===== src/rtl/hubs_pkg.sv =====
// Shared widths, limits and word types of the harmonic upper-bound score block.
`default_nettype none
package hubs_pkg;

  localparam int COORD_W   = 24;               // Q16.8 coordinate and bound
  localparam int MAG_W     = COORD_W + 1;      // magnitude of a coordinate difference
  localparam int D2_W      = 2 * MAG_W;        // squared distance, Q.16
  localparam int ROOT_W    = MAG_W;            // distance, Q.8
  localparam int SIGMA_W   = 16;               // sigma, Q8.8
  localparam int DEN_W     = 2 * SIGMA_W + 1;  // 2*sigma^2, Q.16
  localparam int TERM_W    = 40;               // pair term, Q24.16
  localparam int TERM_FRAC = 16;
  localparam int SUM_W     = 48;               // running score, Q32.16

  localparam logic [SIGMA_W-1:0] SIGMA_RESET = SIGMA_W'(256);
  localparam logic [TERM_W-1:0]  TERM_MAX    = '1;
  localparam logic [SUM_W-1:0]   SUM_MAX     = '1;

  typedef struct packed {
    logic signed [COORD_W-1:0] first_x;
    logic signed [COORD_W-1:0] first_y;
    logic signed [COORD_W-1:0] first_z;
    logic signed [COORD_W-1:0] second_x;
    logic signed [COORD_W-1:0] second_y;
    logic signed [COORD_W-1:0] second_z;
    logic [COORD_W-1:0]        bound_distance;
    logic                      last_pair;
  } pair_t;

  typedef struct packed {
    logic [TERM_W-1:0] pair_term;
    logic [SUM_W-1:0]  running_score;
    logic              score_done;
  } score_t;

endpackage
`default_nettype wire


===== src/rtl/hubs_pair_if.sv =====
// Valid/ready channel that carries one residue pair word.
`default_nettype none
interface hubs_pair_if;
  logic            valid;
  logic            ready;
  hubs_pkg::pair_t data;

  modport source (output valid, output data, input ready);
  modport sink (input valid, input data, output ready);
endinterface
`default_nettype wire


===== src/rtl/hubs_score_if.sv =====
// Valid/ready channel that carries one score result word.
`default_nettype none
interface hubs_score_if;
  logic             valid;
  logic             ready;
  hubs_pkg::score_t data;

  modport source (output valid, output data, input ready);
  modport sink (input valid, input data, output ready);
endinterface
`default_nettype wire


===== src/rtl/hubs_sq.sv =====
// Shared squaring unit with a registered product.
`default_nettype none
module hubs_sq (
  input  logic                      clk_i,
  input  logic [hubs_pkg::MAG_W-1:0] op_i,
  output logic [hubs_pkg::D2_W-1:0]  sq_o
);
  import hubs_pkg::*;

  logic [D2_W-1:0] ext;
  logic [D2_W-1:0] sq_q;

  assign ext = D2_W'(op_i);

  always_ff @(posedge clk_i) begin
    sq_q <= ext * ext;
  end

  assign sq_o = sq_q;
endmodule
`default_nettype wire


===== src/rtl/hubs_sqrt.sv =====
// Iterative integer square root, one root bit per cycle.
`default_nettype none
module hubs_sqrt (
  input  logic                        clk_i,
  input  logic                        rst_ni,
  input  logic                        start_i,
  input  logic [hubs_pkg::D2_W-1:0]   radicand_i,
  output logic                        done_o,
  output logic [hubs_pkg::ROOT_W-1:0] root_o
);
  import hubs_pkg::*;

  localparam int REM_W = ROOT_W + 3;
  localparam int CNT_W = $clog2(ROOT_W);
  localparam logic [CNT_W-1:0] LAST_STEP = CNT_W'(ROOT_W - 1);

  logic [D2_W-1:0]   rad_q;
  logic [REM_W-1:0]  rem_q;
  logic [ROOT_W-1:0] root_q;
  logic [CNT_W-1:0]  cnt_q;
  logic              busy_q;
  logic              done_q;

  logic [REM_W-1:0]  rem_sh;
  logic [REM_W-1:0]  trial;
  logic              ge;

  // bring down the next two radicand bits and try root*4+1
  assign rem_sh = {rem_q[REM_W-3:0], rad_q[D2_W-1 -: 2]};
  assign trial  = REM_W'({root_q, 2'b01});
  assign ge     = rem_sh >= trial;

  always_ff @(posedge clk_i or negedge rst_ni) begin
    if (!rst_ni) begin
      busy_q <= 1'b0;
      done_q <= 1'b0;
      cnt_q  <= '0;
    end else begin
      done_q <= 1'b0;
      if (start_i) begin
        busy_q <= 1'b1;
        cnt_q  <= '0;
      end else if (busy_q) begin
        cnt_q <= cnt_q + CNT_W'(1);
        if (cnt_q == LAST_STEP) begin
          busy_q <= 1'b0;
          done_q <= 1'b1;
        end
      end
    end
  end

  always_ff @(posedge clk_i) begin
    if (start_i) begin
      rad_q  <= radicand_i;
      rem_q  <= '0;
      root_q <= '0;
    end else if (busy_q) begin
      rad_q  <= {rad_q[D2_W-3:0], 2'b00};
      rem_q  <= ge ? (rem_sh - trial) : rem_sh;
      root_q <= {root_q[ROOT_W-2:0], ge};
    end
  end

  assign done_o = done_q;
  assign root_o = root_q;
endmodule
`default_nettype wire


===== src/rtl/hubs_div.sv =====
// Iterative restoring divider for excess^2 * 2^16 / (2*sigma^2), saturating.
`default_nettype none
module hubs_div (
  input  logic                        clk_i,
  input  logic                        rst_ni,
  input  logic                        start_i,
  input  logic [hubs_pkg::D2_W-1:0]   num_i,
  input  logic [hubs_pkg::DEN_W-1:0]  den_i,
  output logic                        done_o,
  output logic [hubs_pkg::TERM_W-1:0] quo_o
);
  import hubs_pkg::*;

  localparam int HI_LSB = TERM_W - TERM_FRAC;
  localparam int CNT_W  = $clog2(TERM_W);
  localparam logic [CNT_W-1:0] LAST_STEP = CNT_W'(TERM_W - 1);

  logic [DEN_W-1:0]  rem_q;
  logic [DEN_W-1:0]  den_q;
  logic [TERM_W-1:0] lo_q;
  logic [TERM_W-1:0] q_q;
  logic              sat_q;
  logic [CNT_W-1:0]  cnt_q;
  logic              busy_q;
  logic              done_q;

  logic [DEN_W-1:0]  num_hi;
  logic [DEN_W:0]    t;
  logic [DEN_W:0]    t_sub;
  logic              ge;

  // quotient needs more than TERM_W bits exactly when num >> 24 >= den (den zero included)
  assign num_hi = DEN_W'(num_i[D2_W-1:HI_LSB]);
  assign t      = {rem_q, lo_q[TERM_W-1]};
  assign t_sub  = t - {1'b0, den_q};
  assign ge     = t >= {1'b0, den_q};

  always_ff @(posedge clk_i or negedge rst_ni) begin
    if (!rst_ni) begin
      busy_q <= 1'b0;
      done_q <= 1'b0;
      cnt_q  <= '0;
    end else begin
      done_q <= 1'b0;
      if (start_i) begin
        busy_q <= 1'b1;
        cnt_q  <= '0;
      end else if (busy_q) begin
        cnt_q <= cnt_q + CNT_W'(1);
        if (cnt_q == LAST_STEP) begin
          busy_q <= 1'b0;
          done_q <= 1'b1;
        end
      end
    end
  end

  always_ff @(posedge clk_i) begin
    if (start_i) begin
      rem_q <= num_hi;
      den_q <= den_i;
      lo_q  <= {num_i[HI_LSB-1:0], TERM_FRAC'(0)};
      q_q   <= '0;
      sat_q <= num_hi >= den_i;
    end else if (busy_q) begin
      rem_q <= ge ? t_sub[DEN_W-1:0] : t[DEN_W-1:0];
      lo_q  <= {lo_q[TERM_W-2:0], 1'b0};
      q_q   <= {q_q[TERM_W-2:0], ge};
    end
  end

  assign done_o = done_q;
  assign quo_o  = sat_q ? TERM_MAX : q_q;
endmodule
`default_nettype wire


===== src/rtl/harmonic_upper_bound_score.sv =====
// Harmonic upper-bound distance score: sequencer around a shared squarer, root and divider.
// Sequence: the result word is registered after the 25-step square root and, when the distance
//   exceeds the bound, the 40-step divider.
// Flow: one pair at a time; while the output is stalled the result waits in ST_OUT, and the
//   next word is accepted in the cycle after the result is registered.
// Reset: sigma returns to 1.0, the running score to zero, the output register empties.
`default_nettype none
module harmonic_upper_bound_score (
  input  logic                         clk_i,
  input  logic                         rst_ni,
  input  logic                         cfg_we_i,
  input  logic [hubs_pkg::SIGMA_W-1:0] cfg_wdata_i,
  hubs_pair_if.sink                    pair_i,
  hubs_score_if.source                 score_o
);
  import hubs_pkg::*;

  typedef enum logic [7:0] {
    ST_IDLE    = 8'b0000_0001,
    ST_SQ      = 8'b0000_0010,
    ST_RT_GO   = 8'b0000_0100,
    ST_RT_WAIT = 8'b0000_1000,
    ST_EX      = 8'b0001_0000,
    ST_DV_GO   = 8'b0010_0000,
    ST_DV_WAIT = 8'b0100_0000,
    ST_OUT     = 8'b1000_0000
  } state_e;

  function automatic logic [MAG_W-1:0] abs_diff(input logic [COORD_W-1:0] a,
                                                input logic [COORD_W-1:0] b);
    logic [MAG_W-1:0] d;
    d = {a[COORD_W-1], a} - {b[COORD_W-1], b};
    return d[MAG_W-1] ? (MAG_W'(0) - d) : d;
  endfunction

  state_e            state_q, state_d;
  logic [1:0]        cnt_q, cnt_d;
  logic [SIGMA_W-1:0] sigma_q;
  logic [SUM_W-1:0]  score_sum_q;
  logic              out_valid_q;
  score_t            out_data_q;

  logic [MAG_W-1:0]   mag_q [3];
  logic [COORD_W-1:0] bound_q;
  logic               last_q;
  logic [D2_W-1:0]    d2_q;
  logic [ROOT_W-1:0]  dist_q;
  logic               above_q;
  logic [D2_W-1:0]    ex2_q;
  logic [DEN_W-1:0]   den_q;

  logic               in_accept;
  logic               out_load;
  logic               rt_start, rt_done;
  logic               dv_start, dv_done;
  logic [ROOT_W-1:0]  rt_root;
  logic [TERM_W-1:0]  dv_quo;
  logic [MAG_W-1:0]   sq_op;
  logic [D2_W-1:0]    sq_prod;
  logic [ROOT_W-1:0]  excess;
  logic               dist_above;
  logic [TERM_W-1:0]  term;
  logic [SUM_W:0]     sum_ext;
  logic [SUM_W-1:0]   sum_sat;

  assign in_accept  = pair_i.valid && pair_i.ready;
  assign pair_i.ready = (state_q == ST_IDLE);

  assign dist_above = dist_q > ROOT_W'(bound_q);
  assign excess     = dist_q - ROOT_W'(bound_q);

  // operand of the shared squarer: three coordinate differences, then excess and sigma
  always_comb begin
    sq_op = '0;
    case (state_q)
      ST_SQ: begin
        case (cnt_q)
          2'd0:    sq_op = mag_q[0];
          2'd1:    sq_op = mag_q[1];
          2'd2:    sq_op = mag_q[2];
          default: sq_op = '0;
        endcase
      end
      ST_EX: begin
        sq_op = (cnt_q == 2'd0) ? excess : MAG_W'(sigma_q);
      end
      default: sq_op = '0;
    endcase
  end

  hubs_sq u_sq (
    .clk_i (clk_i),
    .op_i  (sq_op),
    .sq_o  (sq_prod)
  );

  hubs_sqrt u_sqrt (
    .clk_i      (clk_i),
    .rst_ni     (rst_ni),
    .start_i    (rt_start),
    .radicand_i (d2_q),
    .done_o     (rt_done),
    .root_o     (rt_root)
  );

  hubs_div u_div (
    .clk_i   (clk_i),
    .rst_ni  (rst_ni),
    .start_i (dv_start),
    .num_i   (ex2_q),
    .den_i   (den_q),
    .done_o  (dv_done),
    .quo_o   (dv_quo)
  );

  always_comb begin
    state_d  = state_q;
    cnt_d    = cnt_q;
    rt_start = 1'b0;
    dv_start = 1'b0;
    out_load = 1'b0;
    case (state_q)
      ST_IDLE: begin
        if (pair_i.valid) begin
          state_d = ST_SQ;
          cnt_d   = '0;
        end
      end
      ST_SQ: begin
        cnt_d = cnt_q + 2'd1;
        if (cnt_q == 2'd3) begin
          state_d = ST_RT_GO;
        end
      end
      ST_RT_GO: begin
        rt_start = 1'b1;
        state_d  = ST_RT_WAIT;
      end
      ST_RT_WAIT: begin
        if (rt_done) begin
          state_d = ST_EX;
          cnt_d   = '0;
        end
      end
      ST_EX: begin
        cnt_d = cnt_q + 2'd1;
        if (cnt_q == 2'd0 && !dist_above) begin
          state_d = ST_OUT;
        end else if (cnt_q == 2'd2) begin
          state_d = ST_DV_GO;
        end
      end
      ST_DV_GO: begin
        dv_start = 1'b1;
        state_d  = ST_DV_WAIT;
      end
      ST_DV_WAIT: begin
        if (dv_done) begin
          state_d = ST_OUT;
        end
      end
      ST_OUT: begin
        if (!out_valid_q || score_o.ready) begin
          out_load = 1'b1;
          state_d  = ST_IDLE;
        end
      end
      default: state_d = ST_IDLE;
    endcase
  end

  // datapath registers
  always_ff @(posedge clk_i) begin
    if (in_accept) begin
      mag_q[0] <= abs_diff(pair_i.data.first_x, pair_i.data.second_x);
      mag_q[1] <= abs_diff(pair_i.data.first_y, pair_i.data.second_y);
      mag_q[2] <= abs_diff(pair_i.data.first_z, pair_i.data.second_z);
      bound_q  <= pair_i.data.bound_distance;
      last_q   <= pair_i.data.last_pair;
    end
    if (state_q == ST_SQ) begin
      if (cnt_q == 2'd1) begin
        d2_q <= sq_prod;
      end else if (cnt_q != 2'd0) begin
        d2_q <= d2_q + sq_prod;
      end
    end
    if (state_q == ST_RT_WAIT && rt_done) begin
      dist_q <= rt_root;
    end
    if (state_q == ST_EX) begin
      if (cnt_q == 2'd0) begin
        above_q <= dist_above;
      end else if (cnt_q == 2'd1) begin
        ex2_q <= sq_prod;
      end else begin
        den_q <= {sq_prod[DEN_W-2:0], 1'b0};
      end
    end
  end

  assign term    = above_q ? dv_quo : '0;
  assign sum_ext = {1'b0, score_sum_q} + (SUM_W + 1)'(term);
  assign sum_sat = sum_ext[SUM_W] ? SUM_MAX : sum_ext[SUM_W-1:0];

  always_ff @(posedge clk_i) begin
    if (out_load) begin
      out_data_q.pair_term     <= term;
      out_data_q.running_score <= sum_sat;
      out_data_q.score_done    <= last_q;
    end
  end

  always_ff @(posedge clk_i or negedge rst_ni) begin
    if (!rst_ni) begin
      state_q     <= ST_IDLE;
      cnt_q       <= '0;
      sigma_q     <= SIGMA_RESET;
      score_sum_q <= '0;
      out_valid_q <= 1'b0;
    end else begin
      state_q <= state_d;
      cnt_q   <= cnt_d;
      if (cfg_we_i) begin
        sigma_q <= cfg_wdata_i;
      end
      if (out_load) begin
        score_sum_q <= last_q ? '0 : sum_sat;
        out_valid_q <= 1'b1;
      end else if (score_o.ready) begin
        out_valid_q <= 1'b0;
      end
    end
  end

  assign score_o.valid = out_valid_q;
  assign score_o.data  = out_data_q;

  // a word is taken only from idle, so the port closes right after
  a_busy_after_accept: assert property (@(posedge clk_i) disable iff (!rst_ni)
    in_accept |=> !pair_i.ready)
    else $error("pair word accepted while busy");

  a_sum_clears: assert property (@(posedge clk_i) disable iff (!rst_ni)
    (out_load && last_q) |=> (score_sum_q == '0))
    else $error("running score not cleared after last pair");

  a_term_in_total: assert property (@(posedge clk_i) disable iff (!rst_ni)
    score_o.valid |-> (score_o.data.pair_term <= TERM_W'(score_o.data.running_score)
                       || score_o.data.running_score[SUM_W-1:TERM_W] != '0))
    else $error("pair term exceeds running score");

  a_div_done_waited: assert property (@(posedge clk_i) disable iff (!rst_ni)
    dv_done |-> (state_q == ST_DV_WAIT))
    else $error("divider finished outside its wait state");

endmodule
`default_nettype wire


===== src/flat_wrapper.sv =====
// flat-port wrapper written by rule: the top's interface ports become plain ports
module harmonic_upper_bound_score_flat import hubs_pkg::*;
  (clk_i, rst_ni, cfg_we_i, cfg_wdata_i, pair_i_valid, pair_i_data, pair_i_ready, score_o_valid, score_o_data, score_o_ready);
  hubs_pair_if pair_i_i ();
  hubs_score_if score_o_i ();
  input  logic clk_i;
  input  logic rst_ni;
  input  logic cfg_we_i;
  input  logic [hubs_pkg::SIGMA_W-1:0] cfg_wdata_i;
  input wire logic [$bits(pair_i_i.valid)-1:0] pair_i_valid;
  input wire logic [$bits(pair_i_i.data)-1:0] pair_i_data;
  output wire logic [$bits(pair_i_i.ready)-1:0] pair_i_ready;
  output wire logic [$bits(score_o_i.valid)-1:0] score_o_valid;
  output wire logic [$bits(score_o_i.data)-1:0] score_o_data;
  input wire logic [$bits(score_o_i.ready)-1:0] score_o_ready;
  assign pair_i_i.valid = pair_i_valid;
  assign pair_i_i.data = pair_i_data;
  assign pair_i_ready = pair_i_i.ready;
  assign score_o_valid = score_o_i.valid;
  assign score_o_data = score_o_i.data;
  assign score_o_i.ready = score_o_ready;
  harmonic_upper_bound_score u_core (.clk_i(clk_i), .rst_ni(rst_ni), .cfg_we_i(cfg_we_i), .cfg_wdata_i(cfg_wdata_i), .pair_i(pair_i_i), .score_o(score_o_i));
endmodule

===== config.mk =====
export PLATFORM = sky130hd
export DESIGN_NAME = harmonic_upper_bound_score_flat
export DESIGN_NICKNAME = d
export VERILOG_FILES = /design/src/rtl/hubs_pkg.sv /design/src/rtl/hubs_pair_if.sv /design/src/rtl/hubs_score_if.sv /design/src/rtl/hubs_sq.sv /design/src/rtl/hubs_sqrt.sv /design/src/rtl/hubs_div.sv /design/src/rtl/harmonic_upper_bound_score.sv /design/src/flat_wrapper.sv
export SDC_FILE = /design/constraint.sdc
export NUM_CORES = 2
export LEC_CHECK = 0
export ABC_AREA = 1
export BUFFER_PORTS_ARGS = -buffer_cell sky130_fd_sc_hd__buf_2
export CELL_PAD_IN_SITES_DETAIL_PLACEMENT = 1
export CELL_PAD_IN_SITES_GLOBAL_PLACEMENT = 1
export CORE_MARGIN = 2
export CORE_UTILIZATION = 44
export CTS_CLUSTER_DIAMETER = 50
export DETAILED_ROUTE_END_ITERATION = 7
export PLACE_DENSITY = 0.86
export SKIP_CTS_REPAIR_TIMING = 1
export SYNTH_ARGS = -nofsm -noshare
export SYNTH_HDL_FRONTEND = slang
export SYNTH_SLANG_ARGS = --single-unit

===== constraint.sdc =====
create_clock -name clk_i -period 7.94 [get_ports clk_i]
set_input_delay 0.397 -clock clk_i [delete_from_list [all_inputs] [get_ports clk_i]]
set_output_delay 0.397 -clock clk_i [all_outputs]
set_load 0.1 [all_outputs]

==> out/metrics.cfg <==
[run_status]
outcome = finished with violations
violations = negative hold slack, negative setup slack

[synthesis]
syn_area_um2 = 62700
ys.flop_type = edfxtp_1
synth_edf_count = 477
avgSynthCellArea_um2 = 8.04
yosysSeqAreaShare_pct = 31.1
yosysWarnings = 0
synth_area_leaders = edfxtp_1, fa_1, nand2_1
postSynthCellCount = 7794
yosysTopAreaCell = edfxtp_1
synthDistinctLibCells = 71
async_flop_share_pct = 12.6
synth_fp_nets = 8914
ys_ff_latch = 714
yosysTopAreaCellShare_pct = 22.9

[worst_setup_path]
crit_required_ns = 8.59
crit_path_start = u_core.bound_q[1]$_DFFE_PP_
ff2ff_path_depth = 40
worstPathArrival_ns = 9.19
end_kind = flop
crit_fanout = 6
path_class = reg2reg
crit-reg2reg-launch = u_core.bound_q[1]$_DFFE_PP_
crit_path_max_incr_delay_ns = 0.61
cp_common_cell = inv_1
worstSetupStartpointType = flop
crit_slowest_cell = fa_1

[cts]
clockRootBuffer = clkbuf_16
cts_buffers = 90
htree_levels = 3
cts_tree = built
cts_sinks = 714
clk_path_buf_depth = 3
cts.clk_slew.worst_paths_ns = 0.07
clock_latency_ns = 0.75

[global_route]
globalRouteTotalUtil_pct = 30.2
grt_max_degree = 65
grt_pass1_vias = 62400
antenna_found_initial = 8
grt_first_pass_wirelength_um = 346000
grt_overflow = 0

[place]
dp.cells = 10200
port_buffers = 280
place_area_um2 = 68500
dpl.hpwl_um = 180000
place_congestion = 0.987

[timing]
tns_ns = -13.72
slew_viol_final = 0
finalClockSkew_ns = 0.0523
worstMarginPinSlew_ns = 1.16
rsz0062_at_grt = yes
worst_slack_ns = -0.603
max_freq_mhz = 117
slew_headroom_pct = 22.5
finalCritPeriodShare_pct = 108
finalSetupViolCount = 35
period_needed_ns = 8.54
whs_ns = -0.0436
finalHoldViolCount = 2

[die]
die_y_um = 381
core_area_um2 = 141000
num_rows = 138
pin_count = 281
start_util_pct = 44.3
dieArea_um2 = 145000
die_w_um = 381

[cells_and_area]
syn2layout_area_growth_pct = 18.8
post-route-util_pct = 52.7
drive_gt1_share_pct = 16.3
final_common_cell = nand2_1
final_net_count = 9589
final_area_um2 = 74500
final_cell_mix = nand2_1, inv_1, nor2_1, edfxtp_1, fa_1
fillCellCount = 17000
final_cells = 10400

[detailed_routing]
met1_length_um = 91900
wl_met3_um = 15900
firstDrtPassIters = 6
via_count = 59300
viasPerCell = 5.68
drt_iter0_drc = 4762
ant_nets = 0
drcViolationCount = 0
routed_wl_um = 250000
wl_met2_um = 122000
wl_per_cell_um = 23.9
highest_layer = met5

[hold_path]
holdPathStages = 3
min_from = cfg_wdata_i[1]
hp-class = in2reg

[power_and_ir_drop]
max-vdd-ir-drop_mv = 0.194
p_leak_nw = 36.7
powerDensity_nw_per_um2 = 260
switchingPower_mw = 8.74
pwr-share-clk_pct = 21.9
p_comb_share_pct = 50.2
p_int_mw = 10.6
seq_power_share_pct = 27.9
p_sw_share_pct = 45.2

[job]
max_cap_viol_count = 0

[cell usage after synthesis (33+ instances only)]
| cell type | n |
|---|---|
| nand2_1 | 1901 |
| nor3_1 | 71 |
| o21ai_0 | 323 |
| xnor2_1 | 79 |
| inv_1 | 1505 |
| or2_2 | 33 |
| o211ai_1 | 46 |
| ha_1 | 458 |
| nor2_2 | 34 |
| xor2_1 | 118 |
| edfxtp_1 | 477 |
| inv_2 | 36 |
| a21oi_1 | 409 |
| a31oi_1 | 34 |
| nand4_1 | 99 |
| a21o_1 | 37 |
| nand2_2 | 33 |
| o22ai_1 | 70 |
| clkbuf_1 | 71 |
| fa_1 | 472 |
| dfxtp_1 | 147 |
| dfrtp_1 | 88 |
| buf_2 | 49 |
| nor2_1 | 612 |
| nand3_1 | 302 |
| o21bai_1 | 34 |
| nand3b_1 | 33 |
[logic make-up after synthesis]
family / share of synthesized area [%]
buf+inv: 10.5
xor+xnor: 2.80
simple gates: 21.6
compound gates: 9.66
fa+ha+maj: 24.2
flops: 31.1
mux: 0.0180
[worst paths after layout]
kind                            slack (ns)                            endpoint
worst max-delay path                 -0.60        u_core.u_sq.sq_o[25]$_DFF_P_
worst min-delay path                 -0.04       u_core.sigma_q[1]$_DFFE_PN0P_
worst max register to register       -0.60        u_core.u_sq.sq_o[25]$_DFF_P_
worst min register to register        0.46    u_core.u_div.den_q[29]$_DFFE_PP_
max in group asynchronous             6.37  u_core.score_sum_q[43]$_DFFE_PN0P_
min in group asynchronous             0.23    u_core.score_o.valid$_DFFE_PN0P_
[power groups by stage]
stage                     logic (mW)  registers [mW]  clock network, mW
after floorplan                 5.34            5.17                  0
after global placement          7.72            5.37                  0
after detailed placement        8.21            5.41                  0
after CTS                       8.35            5.35               4.23
after global routing            10.4            5.42               4.39
final                           9.72            5.41               4.23
[routing by layer]
| layer | up-vias | GRT usage (%) |
|---|---|---|
| li1 | 26200 | - |
| met1 | 29300 | 34.9 |
| met2 | 2693 | 55.0 |
| met3 | 1099 | 3.69 |
| met4 | 4 | 14.6 |
| met5 | - | 0 |
[registers in the layout, indices dropped and copies added, names as in the netlist, 2 cells and up]
name                  count
u_core.bound_q           24
u_core.cnt_q              2
u_core.d2_q              50
u_core.den_q             31
u_core.dist_q            25
u_core.ex2_q             49
u_core.mag_q             75
u_core.score_o.data      89
u_core.score_sum_q       48
u_core.sigma_q           16
u_core.state_q            8
u_core.u_div.cnt_q        6
u_core.u_div.den_q       31
u_core.u_div.lo_q        24
u_core.u_div.q_q         40
u_core.u_div.rem_q       33
u_core.u_sq.sq_o         49
u_core.u_sqrt.cnt_q       5
u_core.u_sqrt.rad_q      50
u_core.u_sqrt.rem_q      26
u_core.u_sqrt.root_o     25
[through the flow]
stage / setup slack, ns / total power [mW]
finish: -0.603 / 19.4
global route: -0.775 / 20.2
CTS: -0.712 / 17.9
detailed placement: -0.477 / 13.6
global placement: -0.283 / 13.1
floorplan: 0.407 / 10.5
[area by class of cell]
class	instances	area, um^2	share of cell area [%]
multi-input cells	5387	38400	51.6
flip-flops and latches	714	19500	26.2
inverters	1543	5820	7.82
repair buffers	733	5290	7.10
clock buffers	114	2400	3.23
well taps	1890	2360	3.18
clock inverters	56	648	0.870
diodes	5	12.5	0.0168
[critical path: cells and delay by family (launching register included)]
| family | cells | cell delay [ns] |
|---|---|---|
| adders and majority gates | 9 | 3.67 |
| buffers and inverters | 15 | 1.99 |
| and+or+nand+nor | 11 | 1.31 |
| AOI/OAI and AO/OA | 3 | 0.63 |
| DFF | 1 | 0.44 |
| xor gates and xnor gates | 2 | 0.39 |
(Power assumes the default switching activity.)
